File: src/design/imuspi_pkg.sv
package imuspi_pkg;

  // event codes of the input transaction
  localparam logic [1:0] KIND_ACCEL_RDY = 2'd0;
  localparam logic [1:0] KIND_GYRO_RDY  = 2'd1;
  localparam logic [1:0] KIND_XFER_DONE = 2'd2;
  localparam logic [1:0] KIND_POLL      = 2'd3;

  // started source codes
  localparam logic [1:0] SRC_NONE  = 2'd0;
  localparam logic [1:0] SRC_GYRO  = 2'd1;
  localparam logic [1:0] SRC_ACCEL = 2'd2;
  localparam logic [1:0] SRC_TEMP  = 2'd3;

  // burst lengths in bytes
  localparam logic [3:0] LEN_GYRO  = 4'd8;
  localparam logic [3:0] LEN_ACCEL = 4'd9;
  localparam logic [3:0] LEN_TEMP  = 4'd4;

  // burst command bytes
  localparam logic [7:0] CMD_GYRO  = 8'h82;
  localparam logic [7:0] CMD_ACCEL = 8'h92;
  localparam logic [7:0] CMD_TEMP  = 8'hA2;

  // flag bit positions
  localparam int FLAG_PEND   = 0;
  localparam int FLAG_FLIGHT = 1;
  localparam int FLAG_DONE   = 2;
  localparam int FLAG_NOTIFY = 3;

  typedef struct packed {
    logic [1:0] kind;
    logic       bus_busy;
  } in_item_t;

  typedef struct packed {
    logic [1:0] start_source;
    logic [3:0] start_length;
    logic [7:0] start_command;
    logic       release_gyro_select;
    logic       release_accel_select;
    logic       raise_notify;
    logic       gyro_sample_taken;
    logic       accel_sample_taken;
    logic       temp_sample_taken;
  } out_item_t;

endpackage

File: src/design/imuspi_core.sv
module imuspi_core import imuspi_pkg::*; (
  input  logic      clk,
  input  logic      rst_n,
  input  logic      step_en,
  input  in_item_t  item,
  input  logic      start_enable,
  output out_item_t res
);

  typedef struct packed {
    logic [3:0] gyro;
    logic [2:0] accel;
    logic [2:0] temp;
    logic [1:0] src;
  } sched_t;

  logic [3:0] gyro_r,  gyro_nxt;
  logic [2:0] accel_r, accel_nxt;
  logic [2:0] temp_r,  temp_nxt;
  sched_t     sch;

  // fixed priority start, only on an idle bus with no other source in flight
  function automatic sched_t try_start(input logic busy, input logic [3:0] g,
                                       input logic [2:0] a, input logic [2:0] t);
    sched_t s;
    s.gyro  = g;
    s.accel = a;
    s.temp  = t;
    s.src   = SRC_NONE;
    if (!busy) begin
      if (g[FLAG_PEND] && !a[FLAG_FLIGHT] && !t[FLAG_FLIGHT]) begin
        s.gyro[FLAG_PEND]   = 1'b0;
        s.gyro[FLAG_FLIGHT] = 1'b1;
        s.src = SRC_GYRO;
      end else if (a[FLAG_PEND] && !g[FLAG_FLIGHT] && !t[FLAG_FLIGHT]) begin
        s.accel[FLAG_PEND]   = 1'b0;
        s.accel[FLAG_FLIGHT] = 1'b1;
        s.src = SRC_ACCEL;
      end else if (t[FLAG_PEND] && !g[FLAG_FLIGHT] && !a[FLAG_FLIGHT]) begin
        s.temp[FLAG_PEND]   = 1'b0;
        s.temp[FLAG_FLIGHT] = 1'b1;
        s.src = SRC_TEMP;
      end
    end
    return s;
  endfunction

  function automatic logic [3:0] len_of(input logic [1:0] src);
    logic [3:0] l;
    case (src)
      SRC_GYRO:  l = LEN_GYRO;
      SRC_ACCEL: l = LEN_ACCEL;
      SRC_TEMP:  l = LEN_TEMP;
      default:   l = 4'd0;
    endcase
    return l;
  endfunction

  function automatic logic [7:0] cmd_of(input logic [1:0] src);
    logic [7:0] c;
    case (src)
      SRC_GYRO:  c = CMD_GYRO;
      SRC_ACCEL: c = CMD_ACCEL;
      SRC_TEMP:  c = CMD_TEMP;
      default:   c = 8'd0;
    endcase
    return c;
  endfunction

  always_comb begin
    gyro_nxt  = gyro_r;
    accel_nxt = accel_r;
    temp_nxt  = temp_r;
    sch       = '0;
    res       = '0;
    case (item.kind)
      KIND_ACCEL_RDY: begin
        accel_nxt[FLAG_PEND] = 1'b1;
        temp_nxt[FLAG_PEND]  = 1'b1;
        if (start_enable) begin
          sch = try_start(item.bus_busy, gyro_nxt, accel_nxt, temp_nxt);
          gyro_nxt  = sch.gyro;
          accel_nxt = sch.accel;
          temp_nxt  = sch.temp;
          res.start_source = sch.src;
        end
      end
      KIND_GYRO_RDY: begin
        gyro_nxt[FLAG_PEND] = 1'b1;
        if (start_enable) begin
          sch = try_start(item.bus_busy, gyro_nxt, accel_nxt, temp_nxt);
          gyro_nxt  = sch.gyro;
          accel_nxt = sch.accel;
          temp_nxt  = sch.temp;
          res.start_source = sch.src;
        end
      end
      KIND_XFER_DONE: begin
        if (gyro_nxt[FLAG_FLIGHT]) begin
          gyro_nxt[FLAG_FLIGHT] = 1'b0;
          gyro_nxt[FLAG_DONE]   = 1'b1;
          res.release_gyro_select = 1'b1;
        end
        if (accel_nxt[FLAG_FLIGHT]) begin
          accel_nxt[FLAG_FLIGHT] = 1'b0;
          accel_nxt[FLAG_DONE]   = 1'b1;
          res.release_accel_select = 1'b1;
        end
        if (temp_nxt[FLAG_FLIGHT]) begin
          temp_nxt[FLAG_FLIGHT] = 1'b0;
          temp_nxt[FLAG_DONE]   = 1'b1;
          res.release_accel_select = 1'b1;
        end
        // completion reschedules regardless of the enable
        sch = try_start(item.bus_busy, gyro_nxt, accel_nxt, temp_nxt);
        gyro_nxt  = sch.gyro;
        accel_nxt = sch.accel;
        temp_nxt  = sch.temp;
        res.start_source = sch.src;
        if (gyro_nxt[FLAG_DONE]) begin
          gyro_nxt[FLAG_DONE]   = 1'b0;
          gyro_nxt[FLAG_NOTIFY] = 1'b1;
          res.raise_notify = 1'b1;
        end
      end
      default: begin
        if (gyro_nxt[FLAG_NOTIFY]) begin
          gyro_nxt[FLAG_NOTIFY] = 1'b0;
          res.gyro_sample_taken = 1'b1;
        end
        if (accel_nxt[FLAG_DONE]) begin
          accel_nxt[FLAG_DONE] = 1'b0;
          res.accel_sample_taken = 1'b1;
        end
        if (temp_nxt[FLAG_DONE]) begin
          temp_nxt[FLAG_DONE] = 1'b0;
          res.temp_sample_taken = 1'b1;
        end
      end
    endcase
    res.start_length  = len_of(res.start_source);
    res.start_command = cmd_of(res.start_source);
  end

  always_ff @(posedge clk) begin
    if (!rst_n) begin
      gyro_r  <= '0;
      accel_r <= '0;
      temp_r  <= '0;
    end else if (step_en) begin
      gyro_r  <= gyro_nxt;
      accel_r <= accel_nxt;
      temp_r  <= temp_nxt;
    end
  end

  a_single_flight: assert property (@(posedge clk) disable iff (!rst_n)
    $countones({gyro_r[FLAG_FLIGHT], accel_r[FLAG_FLIGHT], temp_r[FLAG_FLIGHT]}) <= 1)
    else $error("more than one source in flight");

  a_gyro_start: assert property (@(posedge clk) disable iff (!rst_n)
    step_en && res.start_source == SRC_GYRO |=> gyro_r[FLAG_FLIGHT] && !gyro_r[FLAG_PEND])
    else $error("gyro start did not mark gyro in flight");

  a_notify: assert property (@(posedge clk) disable iff (!rst_n)
    step_en && res.raise_notify |=> gyro_r[FLAG_NOTIFY] && !gyro_r[FLAG_DONE])
    else $error("notify raised without notify flag");

  a_done_cleared: assert property (@(posedge clk) disable iff (!rst_n)
    step_en && item.kind == KIND_XFER_DONE |=> !gyro_r[FLAG_DONE])
    else $error("gyro done left set after completion");

endmodule

File: src/design/imu_spi_read_scheduler.sv
// shared-bus burst read scheduler for gyro, accel and temperature sources
// input channel: in_valid / in_stall / in_data carries one event transaction
//   (accel ready, gyro ready, transfer complete, task poll) plus bus_busy
// result channel: out_valid / out_stall / out_data returns exactly one result
//   transaction per input transaction, in order
// config: cfg_write_en with cfg_write_data sets start_enable; write only while
//   the block holds no transaction
// latency: a transaction accepted at one edge is registered, processed by the
//   flag logic and lands in the result register at the next edge, so its result
//   is presented one cycle after acceptance and can be taken at the second edge
// throughput: one transaction per cycle; each event is a single update of the
//   flag registers plus a fixed priority pick, all in one cycle
// reset (rst_n low, synchronous): all flags and start_enable clear, both
//   registers empty
// stall: a stalled result holds in the output register; the input register
//   still drains into it when it is taken, and in_stall rises only when the
//   input register is full and cannot move on
module imu_spi_read_scheduler import imuspi_pkg::*; (
  input  logic      clk,
  input  logic      rst_n,
  input  logic      in_valid,
  output logic      in_stall,
  input  in_item_t  in_data,
  output logic      out_valid,
  input  logic      out_stall,
  output out_item_t out_data,
  input  logic      cfg_write_en,
  input  logic      cfg_write_data
);

  logic      start_enable_r;
  logic      in_valid_r;
  in_item_t  in_data_r;
  logic      out_valid_r;
  out_item_t out_data_r;
  out_item_t res;
  logic      advance;

  // input stage moves on when the result register is empty or being taken
  assign advance  = in_valid_r && (!out_valid_r || !out_stall);
  assign in_stall = in_valid_r && !advance;

  assign out_valid = out_valid_r;
  assign out_data  = out_data_r;

  // config register
  always_ff @(posedge clk) begin
    if (!rst_n) begin
      start_enable_r <= 1'b0;
    end else if (cfg_write_en) begin
      start_enable_r <= cfg_write_data;
    end
  end

  // input register
  always_ff @(posedge clk) begin
    if (!rst_n) begin
      in_valid_r <= 1'b0;
    end else if (!in_stall) begin
      in_valid_r <= in_valid;
    end
  end

  always_ff @(posedge clk) begin
    if (!in_stall) begin
      in_data_r <= in_data;
    end
  end

  // flag state and per-event logic
  imuspi_core u_core (
    .clk          (clk),
    .rst_n        (rst_n),
    .step_en      (advance),
    .item         (in_data_r),
    .start_enable (start_enable_r),
    .res          (res)
  );

  // result register
  always_ff @(posedge clk) begin
    if (!rst_n) begin
      out_valid_r <= 1'b0;
    end else if (advance) begin
      out_valid_r <= 1'b1;
    end else if (!out_stall) begin
      out_valid_r <= 1'b0;
    end
  end

  always_ff @(posedge clk) begin
    if (advance) begin
      out_data_r <= res;
    end
  end

endmodule

File: config.mk
export PLATFORM = sky130hd
export DESIGN_NAME = imu_spi_read_scheduler
export DESIGN_NICKNAME = d
export VERILOG_FILES = /design/src/design/imuspi_pkg.sv /design/src/design/imuspi_core.sv /design/src/design/imu_spi_read_scheduler.sv
export SDC_FILE = /design/constraint.sdc
export NUM_CORES = 1
export LEC_CHECK = 0
export BUFFER_PORTS_ARGS = -buffer_cell sky130_fd_sc_hd__buf_4
export CORE_MARGIN = 5
export CORE_UTILIZATION = 49
export DETAILED_ROUTE_END_ITERATION = 6
export PLACE_DENSITY = 0.71
export SETUP_SLACK_MARGIN = 0.15
export SLEW_MARGIN = 20
export SYNTH_ARGS = -nofsm -noshare
export SYNTH_HDL_FRONTEND = slang
export SYNTH_SLANG_ARGS = --single-unit
File: constraint.sdc
create_clock -name clk -period 2 [get_ports clk]
set_clock_uncertainty 0.15 [all_clocks]
set_input_delay 0.3 -clock clk [delete_from_list [all_inputs] [get_ports clk]]
set_output_delay 0.3 -clock clk [all_outputs]
set_load 0.02 [all_outputs]
==> results by group <==
Yosys
  – Simple-gate area share of the yosys netlist: 17.16%
  – Number of flops mapped to enable cells by yosys: 14
  – Distinct cells, synth: 47
  – Mux cell area share after synthesis: 2.627%
  – Yosys warns: 0
  – Cells after Synth: 152
  – Mapped Area: 0.001524 mm²
  – Sequential element share of the synthesized area: 43.35%
  – Mean Syn Cell Area: 10.03 µm²
  – Main synth FF type: edfxtp_1
  – Compound-gate portion of the synthesized area: 21.18%
  – Synth Area in Adders: 5.747%
  – Largest family of logic cells by synthesized area: compound AO/OA/AOI/OAI gates
  – Yosys reg bits: 26
  – Post-Synth XOR/XNOR Area: 0%
  – Post-synthesis async set-or-reset flop share: 0%

Route
  – Number of remaining DRC errors: 0
  – Routed wire length per instance: 16.68 µm
  – Routed via count: 1359
  – Max Used Layer: met4
  – Vias per Instance: 5.734
  – DR WL met3: 260 µm
  – WL met1: 1563 µm
  – Initial DRC count: 45
  – DRT Wirelength: 3954 µm
  – Drt pass-1 iters: 4
  – Met2 Routed Length: 2052 µm
  – Antenna violation net count after detailed routing: 0

Power and ir drop
  – Pwr dens: 593.3 mW/mm²
  – P_leak: 0.8562 nW
  – Total power: 1.226 mW
  – VDD IR max: 0.0003872 V

STA
  – Peak Freq: 0.4892 GHz
  – Period utilisation layout: 102.2%
  – Fin. Hold Viols: 0
  – Unrepaired setup endpoints after global routing: true
  – Setup WS post-layout: -0.04427 ns
  – Hold Worst Slack: 0.02310 ns
  – Max-slew violations: 0
  – Setup-failing EPs final: 1
  – Final Critical Period: 2.044 ns

Setup path
  – Cells on worst reg2reg path: 7
  – Slowest-stage cell, CP: edfxtp_1
  – Kind of critical path: flop to flop
  – Reg2reg start: in_data_r[2]$_DFFE_PN_
  – Worst path max stage delay: 0.43 ns
  – Critical Path End: out_data[17]$_DFFE_PP_
  – Reg2reg end: out_data[17]$_DFFE_PP_
  – WP data required: 1.95 ns
  – Critical Path Sink Type: flop
  – Critical Path Fanout Max: 4
  – Reg2reg setup slack: -0.04 ns
  – Startpoint Class: flop
  – CP startpoint: in_data_r[2]$_DFFE_PN_
  – WP data arrival: 1.99 ns
  – Critical path cell sequence: inv_2 -> ha_4 -> o21bai_1 -> a22oi_1 -> nand3b_1 -> a211o_1 -> ha_2

Outcome
  – Status: finished with violations
  – Failing checks: setup timing

Finish
  – Layout area overhead: 35.63%
  – # fillers: 220
  – Non-Filler Instances: 237
  – ANT cells: 0
  – Layout cell share with drive strength beyond 1: 41.97%
  – Final Util: 68.26%
  – Nets: 210
  – Final Instance Area: 0.002067 mm²

Floorplanning
  – Initial core utilization: 50.33%
  – CORE AREA: 0.003028 mm²
  – Die span in y: 65.77 µm
  – Row cnt: 20
  – Num ports: 31
  – Die ar.: 0.004326 mm²
  – Chip Width: 65.77 µm

Hold path
  – HP Class: input pin to flop
  – Min-delay src: in_valid

GRT
  – Gr ovfl total: 0
  – Tot GR Track Use: 18.67%
  – Initial antenna violation count: 0
  – Vias in the first global route: 1355
  – First-pass GRT wire length: 6313 µm
  – Largest net degree at the start of global routing: 16

Clocking
  – H-tree depth: 1
  – Clock transition at path regs: 0.14 ns
  – Max Root-Sink Buffers: 2
  – CTS tree: done
  – Clk sink count: 26
  – Root Buffer: clkbuf_4
  – Num CTS Buffers: 3
  – Worst-skew pair later-pin latency: 0.32 ns

Placed design
  – PortBufs: 25
  – Placed insts: 224
  – Final Wtd Congestion: 0.8923
  – Area post-placement: 0.001800 mm²
  – DP HPWL: 2649 µm

Flow run
  – Max_cap viols: 0
[critical path: cells and delay by family, from the launching register on]
family,cells,cell delay [ns]
adder cells (fa/ha/maj),2,0.42
AO/OA/AOI/OAI,3,0.56
flip-flops,1,0.43
buffers and inverters,1,0.13
AND/OR/NAND/NOR,1,0.13
[placed cells by master (no fill, tap or decap), types with 2 or more instances in the layout]
cell	synthesis	routed
nand3b_1	3	3
inv_2	0	3
buf_4	10	45
a31oi_1	2	2
a211o_1	2	2
nor2_1	10	9
nor2b_1	5	4
ha_4	0	2
o21ai_1	3	3
a211oi_1	3	2
o21a_1	2	2
dfxtp_1	12	12
nand2_1	3	3
edfxtp_1	14	14
buf_6	0	2
nor2_4	1	2
clkbuf_4	0	3
nand3_1	2	2
conb_1	1	5
o21ai_2	0	2
nor3b_2	3	3
ha_2	0	4
o2111ai_2	0	3
nand2b_1	2	2
dlygate4sd3_1	0	3
inv_1	11	8
o21ai_0	5	3
mux2i_1	4	4
and2_1	5	5
a21oi_1	9	9
[cells by family (layout without fill, tap and decap cells)]
group                      count (synthesis)  in the layout
DFF                                       26             26
other                                      1              5
and+or+nand+nor                           41             41
AOI/OAI and AO/OA                         45             45
muxes                                      4              4
adders and majority gates                  7              7
buffers and inverters                     28             65
[metal layers]
layer,up-vias,global-route usage [%]
li1,625,-
met1,657,21.50
met2,67,33.42
met3,10,3.571
met4,0,7.772
met5,-,0
[worst min-delay path by stage]
stage | cells past startpoint | slack (ns) | to
final | 2 | 0.02 | in_valid_r$_SDFFE_PN0N_
after global routing | 2 | 0.02 | in_valid_r$_SDFFE_PN0N_
after CTS | 2 | 0.02 | in_valid_r$_SDFFE_PN0N_
after detailed placement | 2 | 0.31 | u_core.temp_r[2]$_SDFFE_PN0P_
after global placement | 2 | 0.30 | u_core.temp_r[2]$_SDFFE_PN0P_
after floorplan | 0 | 0.25 | in_data_r[0]$_DFFE_PN_
[where the power goes]
| part | internal, mW | switching [mW] | total [mW] |
|---|---|---|---|
| Combinational | 0.117 | 0.142 | 0.259 |
| Sequential | 0.583 | 0.0194 | 0.603 |
| Clock | 0.203 | 0.162 | 0.364 |
| Total | 0.903 | 0.323 | 1.23 |
[through the flow]
step           setup TNS [ns]  setup slack (ns)
6_report             -0.04427          -0.04427
5_1_grt               -0.3488           -0.1411
4_1_cts              -0.04659          -0.04366
3_5_place_dp          -0.1368           -0.1104
3_3_place_gp         -0.05552          -0.05552
2_1_floorplan        -0.01206          -0.01206
[synth_stat cells, types with 3 or more instances]
master,count,area (µm²)
a21oi_1,9,45.04
nand3b_1,3,22.52
clkbuf_1,3,11.26
a211oi_1,3,22.52
edfxtp_1,14,420.4
dfxtp_1,12,240.2
inv_1,11,41.29
nor2b_1,5,31.28
mux2i_1,4,40.04
nor2_1,10,37.54
buf_4,10,75.07
o21ai_1,3,15.01
nor3b_2,3,37.54
and2_1,5,31.28
ha_1,7,87.58
nand2_1,3,11.26
buf_2,4,20.02
o2111ai_1,4,35.03
o21ai_0,5,25.02
[registers in the layout, indices dropped and copies added, names as in the netlist]
name,cells
out_valid,1
in_valid_r,1
u_core.accel_r,3
u_core.gyro_r,3
u_core.temp_r,3
in_data_r,3
out_data,11
start_enable_r,1
[layout make-up]
type	count	area, µm²	area share [%]
clock buffers	3	22.52	1.090
clock inverters	1	30.03	1.453
inverters	11	41.29	1.998
multi-input cells	102	867.1	41.95
flip-flops and latches	26	660.6	31.96
well taps	44	55.05	2.663
repair buffers	50	390.4	18.89
[what timing repair did]
| action | 4_1_cts | 5_1_grt |
|---|---|---|
| endpoints found under the setup margin | 7 | 14 |
| pin swaps | 7 | 6 |
| hold endpoints to repair | 3 | 0 |
| hold buffers | 3 | 0 |
| resized for setup | 20 | 12 |
| buffers inserted | 4 | 2 |
Power figures use the tool's default switching activity.
